<file path="src/rtl/rms_level_meter_smoothed_core_defines.svh">
// ----------------------------------------------------------------------------
// rms_level_meter_smoothed_core_defines.svh
// Assertion macros shared by the RMS level meter RTL. They expand to nothing
// when SYNTHESIS is defined.
// ----------------------------------------------------------------------------
`ifndef RMS_LEVEL_METER_SMOOTHED_CORE_DEFINES_SVH
`define RMS_LEVEL_METER_SMOOTHED_CORE_DEFINES_SVH

`ifndef SYNTHESIS
// Check on every rising edge of clk, ignored while reset is held.
`define RLMS_ASSERT_CLK(lbl, prop) \
  lbl: assert property (@(posedge clk) disable iff (!rst_n) prop) \
    else $error("rlms assertion failed");
// Check on every rising edge of clk, reset included.
`define RLMS_ASSERT_ALWAYS(lbl, prop) \
  lbl: assert property (@(posedge clk) prop) \
    else $error("rlms assertion failed (reset included)");
`else
`define RLMS_ASSERT_CLK(lbl, prop)
`define RLMS_ASSERT_ALWAYS(lbl, prop)
`endif

`endif

</file>
<file path="src/rtl/rlms_pkg.sv">
// ----------------------------------------------------------------------------
// rlms_pkg
// Types and fixed constants of the RMS level meter.
// ----------------------------------------------------------------------------
`timescale 1ns / 1ps
`default_nettype none

package rlms_pkg;

  localparam int SAMPLE_W   = 16;
  localparam int LEVEL_W    = 16;
  localparam int SUM_W      = 41;   // block square sum, saturating
  localparam int SQ_W       = 29;   // square of a halved sample, at most 2^28
  localparam int DIVD_W     = SUM_W + 2;  // 4 * square sum
  localparam int RAD_W      = 32;   // mean square fits in 31 bits, padded even
  localparam int DIV_STEPS  = DIVD_W;
  localparam int SQRT_STEPS = RAD_W / 2;
  localparam int STEP_W     = 6;
  localparam int SQREM_W    = LEVEL_W + 2;
  localparam int ACC_W      = 32;
  localparam int QDEPTH     = 2;

  localparam logic [LEVEL_W-1:0] KEEP_COEF  = 16'd60948;  // 0.93 in Q0.16
  localparam logic [LEVEL_W-1:0] NEW_COEF   = 16'd4588;   // 0.07 in Q0.16
  localparam logic [ACC_W-1:0]   ROUND_HALF = 32'h0000_8000;

  typedef logic signed [SAMPLE_W-1:0] sample_t;
  typedef logic [LEVEL_W-1:0]         level_t;
  typedef logic [SUM_W-1:0]           sum_t;
  typedef logic [SQ_W-1:0]            square_t;

endpackage

`default_nettype wire

</file>
<file path="src/rtl/rlms_front.sv">
// ----------------------------------------------------------------------------
// rlms_front
// Sample front end: halve, square, accumulate and count; hand each closed
// block (sum, count, freeze flag) to the block queue.
// ----------------------------------------------------------------------------
`timescale 1ns / 1ps
`default_nettype none

module rlms_front #(
  parameter int MAX_BLOCK = 4096,
  parameter int CNT_W     = 13
) (
  input  wire                        clk,
  input  wire                        rst_n,
  input  wire                        cfg_we,
  input  wire                        cfg_wdata,
  input  wire                        in_valid,
  output logic                       in_stall,
  input  wire rlms_pkg::sample_t     in_sample,
  input  wire                        in_last_of_block,
  output logic                       push,
  output logic [rlms_pkg::SUM_W+CNT_W:0] push_data,
  input  wire                        q_full
);

  localparam logic [CNT_W-1:0] CNT_MAX = CNT_W'(MAX_BLOCK);

  logic                   frozen_r, frozen_nxt;
  logic                   s1_v_r, s1_v_nxt;
  logic                   s1_last_r;
  rlms_pkg::square_t      s1_sq_r;
  rlms_pkg::sum_t         sum_r, sum_nxt;
  logic [CNT_W-1:0]       cnt_r, cnt_nxt;

  rlms_pkg::sample_t      half;
  logic signed [31:0]     sq_full;
  logic                   s1_hold;
  logic                   accept;
  logic                   counted;
  logic [rlms_pkg::SUM_W:0] sum_ext;
  rlms_pkg::sum_t         sum_add;
  logic [CNT_W-1:0]       cnt_add;

  assign half    = in_sample >>> 1;
  assign sq_full = half * half;

  // hold a block end in stage 1 while the queue is full
  assign s1_hold  = s1_v_r & s1_last_r & q_full;
  assign in_stall = s1_hold;
  assign accept   = in_valid & ~s1_hold;

  assign counted = (cnt_r < CNT_MAX);
  assign sum_ext = {1'b0, sum_r} + (rlms_pkg::SUM_W+1)'(s1_sq_r);
  assign sum_add = !counted ? sum_r :
                   (sum_ext[rlms_pkg::SUM_W] ? '1 : sum_ext[rlms_pkg::SUM_W-1:0]);
  assign cnt_add = counted ? cnt_r + CNT_W'(1) : cnt_r;

  assign push      = s1_v_r & s1_last_r & ~q_full;
  assign push_data = {frozen_r, sum_add, cnt_add};

  always_comb begin
    frozen_nxt = cfg_we ? cfg_wdata : frozen_r;
    s1_v_nxt   = s1_hold ? s1_v_r : accept;
    sum_nxt    = sum_r;
    cnt_nxt    = cnt_r;
    if (s1_v_r && !s1_hold) begin
      if (s1_last_r) begin
        sum_nxt = '0;
        cnt_nxt = '0;
      end else begin
        sum_nxt = sum_add;
        cnt_nxt = cnt_add;
      end
    end
  end

  always_ff @(posedge clk) begin
    if (!rst_n) begin
      frozen_r <= 1'b0;
      s1_v_r   <= 1'b0;
      sum_r    <= '0;
      cnt_r    <= '0;
    end else begin
      frozen_r <= frozen_nxt;
      s1_v_r   <= s1_v_nxt;
      sum_r    <= sum_nxt;
      cnt_r    <= cnt_nxt;
    end
  end

  always_ff @(posedge clk) begin
    if (accept) begin
      s1_sq_r   <= sq_full[rlms_pkg::SQ_W-1:0];
      s1_last_r <= in_last_of_block;
    end
  end

endmodule

`default_nettype wire

</file>
<file path="src/rtl/rlms_fifo.sv">
// ----------------------------------------------------------------------------
// rlms_fifo
// Short block queue between the sample front end and the block back end.
// ----------------------------------------------------------------------------
`timescale 1ns / 1ps
`default_nettype none
`include "rms_level_meter_smoothed_core_defines.svh"

module rlms_fifo #(
  parameter int W     = 55,
  parameter int DEPTH = 2
) (
  input  wire          clk,
  input  wire          rst_n,
  input  wire          push,
  input  wire [W-1:0]  push_data,
  output logic         full,
  input  wire          pop,
  output logic [W-1:0] pop_data,
  output logic         empty
);

  localparam int AW = (DEPTH > 1) ? $clog2(DEPTH) : 1;
  localparam int FW = $clog2(DEPTH + 1);
  localparam logic [AW-1:0] LAST_PTR = AW'(DEPTH - 1);
  localparam logic [FW-1:0] FILL_MAX = FW'(DEPTH);

  logic [W-1:0]  mem_r [DEPTH];
  logic [AW-1:0] wr_ptr_r, wr_ptr_nxt;
  logic [AW-1:0] rd_ptr_r, rd_ptr_nxt;
  logic [FW-1:0] fill_r, fill_nxt;

  assign full     = (fill_r == FILL_MAX);
  assign empty    = (fill_r == '0);
  assign pop_data = mem_r[rd_ptr_r];

  always_comb begin
    wr_ptr_nxt = wr_ptr_r;
    rd_ptr_nxt = rd_ptr_r;
    fill_nxt   = fill_r;
    if (push) begin
      wr_ptr_nxt = (wr_ptr_r == LAST_PTR) ? '0 : wr_ptr_r + AW'(1);
    end
    if (pop) begin
      rd_ptr_nxt = (rd_ptr_r == LAST_PTR) ? '0 : rd_ptr_r + AW'(1);
    end
    if (push && !pop) begin
      fill_nxt = fill_r + FW'(1);
    end else if (pop && !push) begin
      fill_nxt = fill_r - FW'(1);
    end
  end

  always_ff @(posedge clk) begin
    if (!rst_n) begin
      wr_ptr_r <= '0;
      rd_ptr_r <= '0;
      fill_r   <= '0;
    end else begin
      wr_ptr_r <= wr_ptr_nxt;
      rd_ptr_r <= rd_ptr_nxt;
      fill_r   <= fill_nxt;
    end
  end

  always_ff @(posedge clk) begin
    if (push) begin
      mem_r[wr_ptr_r] <= push_data;
    end
  end

  `RLMS_ASSERT_CLK(a_no_push_when_full, push |-> !full)
  `RLMS_ASSERT_CLK(a_no_pop_when_empty, pop |-> !empty)
  `RLMS_ASSERT_CLK(a_fill_in_range, fill_r <= FILL_MAX)

endmodule

`default_nettype wire

</file>
<file path="src/rtl/rlms_back.sv">
// ----------------------------------------------------------------------------
// rlms_back
// Block back end: restoring divide of 4*sum by count, bit-pair square root,
// two-step smoothing multiply and the result register.
// ----------------------------------------------------------------------------
`timescale 1ns / 1ps
`default_nettype none
`include "rms_level_meter_smoothed_core_defines.svh"

module rlms_back #(
  parameter int CNT_W = 13
) (
  input  wire                              clk,
  input  wire                              rst_n,
  input  wire                              q_empty,
  input  wire [rlms_pkg::SUM_W+CNT_W:0]    q_data,
  output logic                             q_pop,
  output logic                             out_valid,
  input  wire                              out_stall,
  output rlms_pkg::level_t                 out_level
);

  localparam logic [2:0] ST_IDLE = 3'd0;
  localparam logic [2:0] ST_DIV  = 3'd1;
  localparam logic [2:0] ST_SQRT = 3'd2;
  localparam logic [2:0] ST_MUL1 = 3'd3;
  localparam logic [2:0] ST_MUL2 = 3'd4;
  localparam logic [2:0] ST_OUT  = 3'd5;

  localparam int DW = rlms_pkg::DIVD_W;
  localparam int RW = rlms_pkg::RAD_W;
  localparam int SW = rlms_pkg::SQREM_W;
  localparam int LW = rlms_pkg::LEVEL_W;
  localparam int AW = rlms_pkg::ACC_W;

  logic [2:0]                  state_r, state_nxt;
  logic [rlms_pkg::STEP_W-1:0] step_r, step_nxt;
  logic [CNT_W-1:0]            cnt_r, cnt_nxt;
  logic [CNT_W-1:0]            rem_r, rem_nxt;
  logic [DW-1:0]               dq_r, dq_nxt;
  logic [RW-1:0]               rad_r, rad_nxt;
  logic [SW-1:0]               sqrem_r, sqrem_nxt;
  rlms_pkg::level_t            root_r, root_nxt;
  logic [AW-1:0]               prod_r, prod_nxt;
  rlms_pkg::level_t            level_r, level_nxt;
  logic                        out_valid_r, out_valid_nxt;
  rlms_pkg::level_t            out_level_r, out_level_nxt;

  logic                        q_frozen;
  rlms_pkg::sum_t              q_sum;
  logic [CNT_W-1:0]            q_cnt;
  logic [CNT_W:0]              rem_sh;
  logic [CNT_W:0]              rem_diff;
  logic                        div_ge;
  logic [SW+1:0]               sq_cur;
  logic [SW+1:0]               sq_trial;
  logic [SW+1:0]               sq_diff;
  logic                        sq_ge;
  logic [AW-1:0]               acc;
  logic                        out_free;

  assign q_frozen = q_data[rlms_pkg::SUM_W+CNT_W];
  assign q_sum    = q_data[rlms_pkg::SUM_W+CNT_W-1:CNT_W];
  assign q_cnt    = q_data[CNT_W-1:0];

  // one quotient bit per cycle
  assign rem_sh   = {rem_r, dq_r[DW-1]};
  assign div_ge   = (rem_sh >= {1'b0, cnt_r});
  assign rem_diff = rem_sh - {1'b0, cnt_r};

  // one root bit per cycle
  assign sq_cur   = {sqrem_r, rad_r[RW-1:RW-2]};
  assign sq_trial = {2'b00, root_r, 2'b01};
  assign sq_ge    = (sq_cur >= sq_trial);
  assign sq_diff  = sq_cur - sq_trial;

  assign acc = prod_r + AW'(root_r * rlms_pkg::NEW_COEF) + rlms_pkg::ROUND_HALF;

  assign out_free = ~out_valid_r | ~out_stall;
  assign q_pop    = (state_r == ST_IDLE) & ~q_empty;

  always_comb begin
    state_nxt     = state_r;
    step_nxt      = step_r;
    cnt_nxt       = cnt_r;
    rem_nxt       = rem_r;
    dq_nxt        = dq_r;
    rad_nxt       = rad_r;
    sqrem_nxt     = sqrem_r;
    root_nxt      = root_r;
    prod_nxt      = prod_r;
    level_nxt     = level_r;
    out_valid_nxt = out_valid_r & out_stall;
    out_level_nxt = out_level_r;
    unique case (state_r)
      ST_IDLE: begin
        if (!q_empty) begin
          if (q_frozen) begin
            state_nxt = ST_OUT;
          end else if (q_cnt == '0) begin
            root_nxt  = '0;
            state_nxt = ST_MUL1;
          end else begin
            dq_nxt    = {q_sum, 2'b00};
            cnt_nxt   = q_cnt;
            rem_nxt   = '0;
            step_nxt  = rlms_pkg::STEP_W'(rlms_pkg::DIV_STEPS - 1);
            state_nxt = ST_DIV;
          end
        end
      end
      ST_DIV: begin
        rem_nxt = div_ge ? rem_diff[CNT_W-1:0] : rem_sh[CNT_W-1:0];
        dq_nxt  = {dq_r[DW-2:0], div_ge};
        step_nxt = step_r - rlms_pkg::STEP_W'(1);
        if (step_r == '0) begin
          // mean square is at most 2^30, upper quotient bits are zero
          rad_nxt   = dq_nxt[RW-1:0];
          sqrem_nxt = '0;
          root_nxt  = '0;
          step_nxt  = rlms_pkg::STEP_W'(rlms_pkg::SQRT_STEPS - 1);
          state_nxt = ST_SQRT;
        end
      end
      ST_SQRT: begin
        sqrem_nxt = sq_ge ? sq_diff[SW-1:0] : sq_cur[SW-1:0];
        root_nxt  = {root_r[LW-2:0], sq_ge};
        rad_nxt   = {rad_r[RW-3:0], 2'b00};
        step_nxt  = step_r - rlms_pkg::STEP_W'(1);
        if (step_r == '0) begin
          state_nxt = ST_MUL1;
        end
      end
      ST_MUL1: begin
        prod_nxt  = AW'(level_r * rlms_pkg::KEEP_COEF);
        state_nxt = ST_MUL2;
      end
      ST_MUL2: begin
        level_nxt = acc[AW-1:AW-LW];
        state_nxt = ST_OUT;
      end
      ST_OUT: begin
        if (out_free) begin
          out_valid_nxt = 1'b1;
          out_level_nxt = level_r;
          state_nxt     = ST_IDLE;
        end
      end
      default: begin
        state_nxt = ST_IDLE;
      end
    endcase
  end

  always_ff @(posedge clk) begin
    if (!rst_n) begin
      state_r     <= ST_IDLE;
      level_r     <= '0;
      out_valid_r <= 1'b0;
    end else begin
      state_r     <= state_nxt;
      level_r     <= level_nxt;
      out_valid_r <= out_valid_nxt;
    end
  end

  always_ff @(posedge clk) begin
    step_r      <= step_nxt;
    cnt_r       <= cnt_nxt;
    rem_r       <= rem_nxt;
    dq_r        <= dq_nxt;
    rad_r       <= rad_nxt;
    sqrem_r     <= sqrem_nxt;
    root_r      <= root_nxt;
    prod_r      <= prod_nxt;
    out_level_r <= out_level_nxt;
  end

  assign out_valid = out_valid_r;
  assign out_level = out_level_r;

  `RLMS_ASSERT_CLK(a_pop_only_idle, q_pop |-> state_r == ST_IDLE)
  `RLMS_ASSERT_CLK(a_div_nonzero, state_r == ST_DIV |-> cnt_r != '0)
  `RLMS_ASSERT_CLK(a_rms_bounded, state_r == ST_MUL1 |-> root_r <= 16'h8000)

endmodule

`default_nettype wire

</file>
<file path="src/rtl/rms_level_meter_smoothed_core.sv">
// Path: from the edge that takes the last sample of a block to its level beat
//   go the front stage register, the block queue, 43 divide steps, 16 root
//   steps, 2 multiply steps and the out register; a frozen block skips the math.
// Throughput: one sample per cycle unless a block end waits on a full queue; the
//   serial divider and root unit take one block at a time; two block ends may queue.
// Reset: synchronous, active low; sums, count, level and freeze flag clear.
// ----------------------------------------------------------------------------
// rms_level_meter_smoothed_core
// Smoothed RMS level meter: sums squared half-samples per block, then forms
// isqrt(4*sum/count) and updates level = level*0.93 + rms*0.07 per unfrozen block.
// ----------------------------------------------------------------------------
`timescale 1ns / 1ps
`default_nettype none

module rms_level_meter_smoothed_core #(
  parameter int MAX_BLOCK = 4096
) (
  input  wire                    clk,
  input  wire                    rst_n,
  // freeze register
  input  wire                    cfg_we,
  input  wire                    cfg_wdata,
  // sample beats
  input  wire                    in_valid,
  output logic                   in_stall,
  input  wire rlms_pkg::sample_t in_sample,
  input  wire                    in_last_of_block,
  // level beats
  output logic                   out_valid,
  input  wire                    out_stall,
  output rlms_pkg::level_t       out_level
);

  // Count must hold MAX_BLOCK itself, where it saturates.
  localparam int CNT_W = $clog2(MAX_BLOCK + 1);
  // Queue entry: freeze flag, block square sum, block count.
  localparam int QW    = 1 + rlms_pkg::SUM_W + CNT_W;

  logic          push;
  logic [QW-1:0] push_data;
  logic          q_full;
  logic          q_pop;
  logic [QW-1:0] q_data;
  logic          q_empty;

  // Front: take one sample beat per cycle, halve and square it, accumulate.
  // Stall only when a block end waits on a full queue.
  rlms_front #(
    .MAX_BLOCK (MAX_BLOCK),
    .CNT_W     (CNT_W)
  ) u_front (
    .clk              (clk),
    .rst_n            (rst_n),
    .cfg_we           (cfg_we),
    .cfg_wdata        (cfg_wdata),
    .in_valid         (in_valid),
    .in_stall         (in_stall),
    .in_sample        (in_sample),
    .in_last_of_block (in_last_of_block),
    .push             (push),
    .push_data        (push_data),
    .q_full           (q_full)
  );

  // Queue of closed blocks lets the front keep streaming while the back works.
  rlms_fifo #(
    .W     (QW),
    .DEPTH (rlms_pkg::QDEPTH)
  ) u_fifo (
    .clk       (clk),
    .rst_n     (rst_n),
    .push      (push),
    .push_data (push_data),
    .full      (q_full),
    .pop       (q_pop),
    .pop_data  (q_data),
    .empty     (q_empty)
  );

  // Back: divide, root, smooth, then present the level in the out register.
  // A frozen block skips the math and reports the kept level.
  rlms_back #(
    .CNT_W (CNT_W)
  ) u_back (
    .clk       (clk),
    .rst_n     (rst_n),
    .q_empty   (q_empty),
    .q_data    (q_data),
    .q_pop     (q_pop),
    .out_valid (out_valid),
    .out_stall (out_stall),
    .out_level (out_level)
  );

endmodule

`default_nettype wire

</file>
<file path="config.mk">
export PLATFORM = sky130hd
export DESIGN_NAME = rms_level_meter_smoothed_core
export DESIGN_NICKNAME = d
export VERILOG_FILES = /design/src/rtl/rlms_pkg.sv /design/src/rtl/rlms_front.sv /design/src/rtl/rlms_fifo.sv /design/src/rtl/rlms_back.sv /design/src/rtl/rms_level_meter_smoothed_core.sv
export VERILOG_INCLUDE_DIRS = /design/src /design/src/rtl
export SDC_FILE = /design/constraint.sdc
export NUM_CORES = 2
export LEC_CHECK = 0
export BUFFER_PORTS_ARGS = -buffer_cell sky130_fd_sc_hd__buf_2
export CORE_MARGIN = 2
export CORE_UTILIZATION = 35
export DETAILED_ROUTE_END_ITERATION = 8
export PLACE_DENSITY = 0.53
export SKIP_CTS_REPAIR_TIMING = 1
export SLEW_MARGIN = 5
export SYNTH_ARGS = -nofsm -noshare
export SYNTH_HDL_FRONTEND = slang
export SYNTH_HIERARCHICAL = 1
export SYNTH_SLANG_ARGS = --single-unit
</file>
<file path="constraint.sdc">
create_clock -name clk -period 9.1 [get_ports clk]
set_clock_uncertainty 0.05 [all_clocks]
set_input_delay 2.73 -clock clk [delete_from_list [all_inputs] [get_ports clk]]
set_output_delay 2.73 -clock clk [all_outputs]
set_load 0.01 [all_outputs]
</file>
==> impl_metrics.csv <==
group,metric,value,unit
finish,areaGrowthSynthToFinish,9.18,%
setup_path,arrival,8470,ps
setup_path,end_kind,"flop",
logic_synthesis,yosysMostFrequentCell,"inv_1",
logic_synthesis,async_flop_share,0,%
setup_path,crit_path_cell_trace,"buf_2, and2_1, inv_1, fa_1, fa_1, inv_1, fa_1, inv_1, fa_1, fa_1, inv_1, fa_1, ha_1, and3_1, a2111oi_0, o21ai_0, o31ai_1, buf_4, o2111ai_1, a21oi_1, xnor2_1",
run,cap_violations,0,
placement,place_inst,4898,
die,die_h,325,µm
finish,diodes,0,
logic_synthesis,ys_ff_latch,407,
timing,period_share,89.8,%
logic_synthesis,ys_seq_area_share,31.7,%
clock_network,ctsRootBufferMaster,"clkbuf_16",
timing,drv_slew,0,
clock_network,htree_levels,2,
global_route,overflow,0,
logic_synthesis,yosys.cell_types.count,97,
setup_path,crit_fanout,8,
logic_synthesis,synth_top_area_share,27.2,%
timing,fmax,122,MHz
timing,grt_setup_unrepaired,"no",
routing,ant_nets,0,
clock_network,cts_tree,"done",
setup_path,cp.required,9400,ps
finish,drive_gt1_share,7.33,%
finish,final_nets,4320,
setup_path,slowest_delay,550,ps
global_route,grt_first_pass_wirelength,124000,µm
die,pin_count,41,
clock_network,numCtsBuffers,46,
routing,drc,0,
timing,min_period,8170,ps
worst_hold_path,hold_path_class,"flop to flop",
timing,fin_setup_tns,0,ps
placement,dpl.hpwl,57400,µm
logic_synthesis,syn_inst,3546,
logic_synthesis,synth_edf_count,326,
timing,hold_viol_final,0,
setup_path,cpMaxStageDelayCell,"fa_1",
setup_path,critical_path_class,"input pin to flop",
die,die_area,0.105,mm²
timing,worst_slew_margin_rel,27.8,%
logic_synthesis,ys_dominant_reg_cell,"edfxtp_1",
logic_synthesis,syn_area,0.0360,mm²
finish,final_util,38.6,%
timing,worstMarginPinSlew,1080,ps
logic_synthesis,synth_warnings,6,
die,std_cell_rows,117,
setup_path,cp_common_cell,"fa_1",
clock_network,cts_sinks,407,
routing,via_per_inst,4.81,
finish,final_cells,4983,
logic_synthesis,ys_top_cells_by_area,"edfxtp_1 (27%), fa_1 (18%), ha_1 (14%)",
placement,port_buffers,39,
routing,firstDrtPassIters,5,
die,fp.coreArea,0.102,mm²
routing,vias,24000,
routing,finalWirelength,73900,µm
clock_network,clkTransAtPathRegs,60,ps
global_route,grt_pass1_vias,24500,
setup_path,cp-start-kind,"input pin",
routing,drtIter0Drc,1141,
die,die_x,325,µm
global_route,grtUsageTotal,14.1,%
routing,wl_per_cell,14.8,µm
clock_network,cts_buffer_depth,3,
placement,globalplace.congestion,0.840,
logic_synthesis,yosysTopAreaCell,"edfxtp_1",
clock_network,clkLatencyLatePin,600,ps
setup_path,r2r_slack,1840,ps
die,initial_core_util,35.3,%
timing,setup_violations,0,
logic_synthesis,syn-num-nets,4288,
global_route,antenna_found_initial,0,
run_status,outcome,"finished clean",
global_route,grt_max_degree,70,
logic_synthesis,synthTopCellsByCount,"inv_1 (555), nand2_1 (417), ha_1 (401)",
logic_synthesis,postSynthAreaPerCell,10.1,µm²
setup_path,crit_buf_inv,6,
setup_path,cpLargestDelayFamily,"adder cells",
-- logic make-up after synthesis --
group	Yosys count	share of synthesized area (%)
AND/OR/NAND/NOR	956	12.4
multiplexers	89	2.68
XOR/XNOR	175	4.26
AO/OA/AOI/OAI	550	10.4
adder cells (fa/ha/maj)	719	31.6
buffers and inverters	650	6.97
flip-flops	407	31.7
-- metal layers --
| metal | track usage, % | part of all wire (%) |
|---|---|---|
| met5 | 0 | 0 |
| met4 | 3.29 | 1.9 |
| met3 | 1.47 | 2.4 |
| met2 | 24.1 | 47 |
| met1 | 19.2 | 48 |
-- layout by cell type (no fill, tap or decap), drive strengths merged, types with 15 or more instances in the layout --
master	instances
a211oi	30
a21o	63
a21oi	143
a31oi	35
and2	52
and3	21
buf	79
clkbuf	58
clkinv	22
dfxtp	81
edfxtp	326
fa	318
ha	401
inv	557
mux2	59
mux2i	30
nand2	418
nand2b	19
nand3	39
nand4	25
nor2	186
nor2b	55
nor3	64
nor4	18
o211ai	20
o21a	25
o21ai	90
o21bai	15
o32ai	18
or2	15
or3	17
xnor2	125
xor2	50
-- sequential cells by signal, summed over array words and instances (netlist names), 2 cells and up, named ones only --
name and flops:
u_back/sqrem_r 18, u_back/cnt_r 13, u_front/cnt_r 13, u_front/s1_sq_r 28
u_back/out_level 16, u_back/rad_r 32, u_front/sum_r 41, u_back/prod_r 30
u_back/step_r 6, u_back/rem_r 13, u_back/state_r 3, u_back/dq_r 43
u_back/root_r 16, u_fifo/fill_r 2, u_back/level_r 16, u_fifo/mem_r 110
-- path summary, 6_finish.rpt --
| kind | startpoint | depth (start not counted) | end |
|---|---|---|---|
| max | in_sample[1] | 21 | u_front/s1_sq_r[27] |
| min | u_front/sum_r[0] | 2 | u_front/sum_r[0] |
| max reg2reg | u_back/root_r[3] | 26 | u_back/level_r[14] |
| min reg2reg | u_front/sum_r[0] | 2 | u_front/sum_r[0] |
-- worst min-delay path, cell delays in order (launching register included) --
cell	delay, ps
dfxtp_1	320
inv_1	50
o32ai_1	60
-- layout make-up --
cell class | count | area [µm²]
clock buffer | 58 | 1250
tap | 1368 | 1710
multi-input combinational | 2489 | 22100
inverter | 555 | 2080
sequential | 407 | 11400
clock inverter | 27 | 233
timing repair buffer | 79 | 495
fill | 10300 | 62600
-- through the flow --
step | area [µm²] | hold WS (ps) | worst slack (ps)
finish | 39300 | 436 | 931
global route | 39300 | 457 | 608
floorplan | 36000 | 401 | 489
CTS | 39300 | 437 | 886
global placement | 37800 | 415 | 239
detailed placement | 37800 | 424 | 234
Power is left out: the tool's default activity adds up to more than one toggle a clock period on the data nets, which glitch-free logic cannot reach.
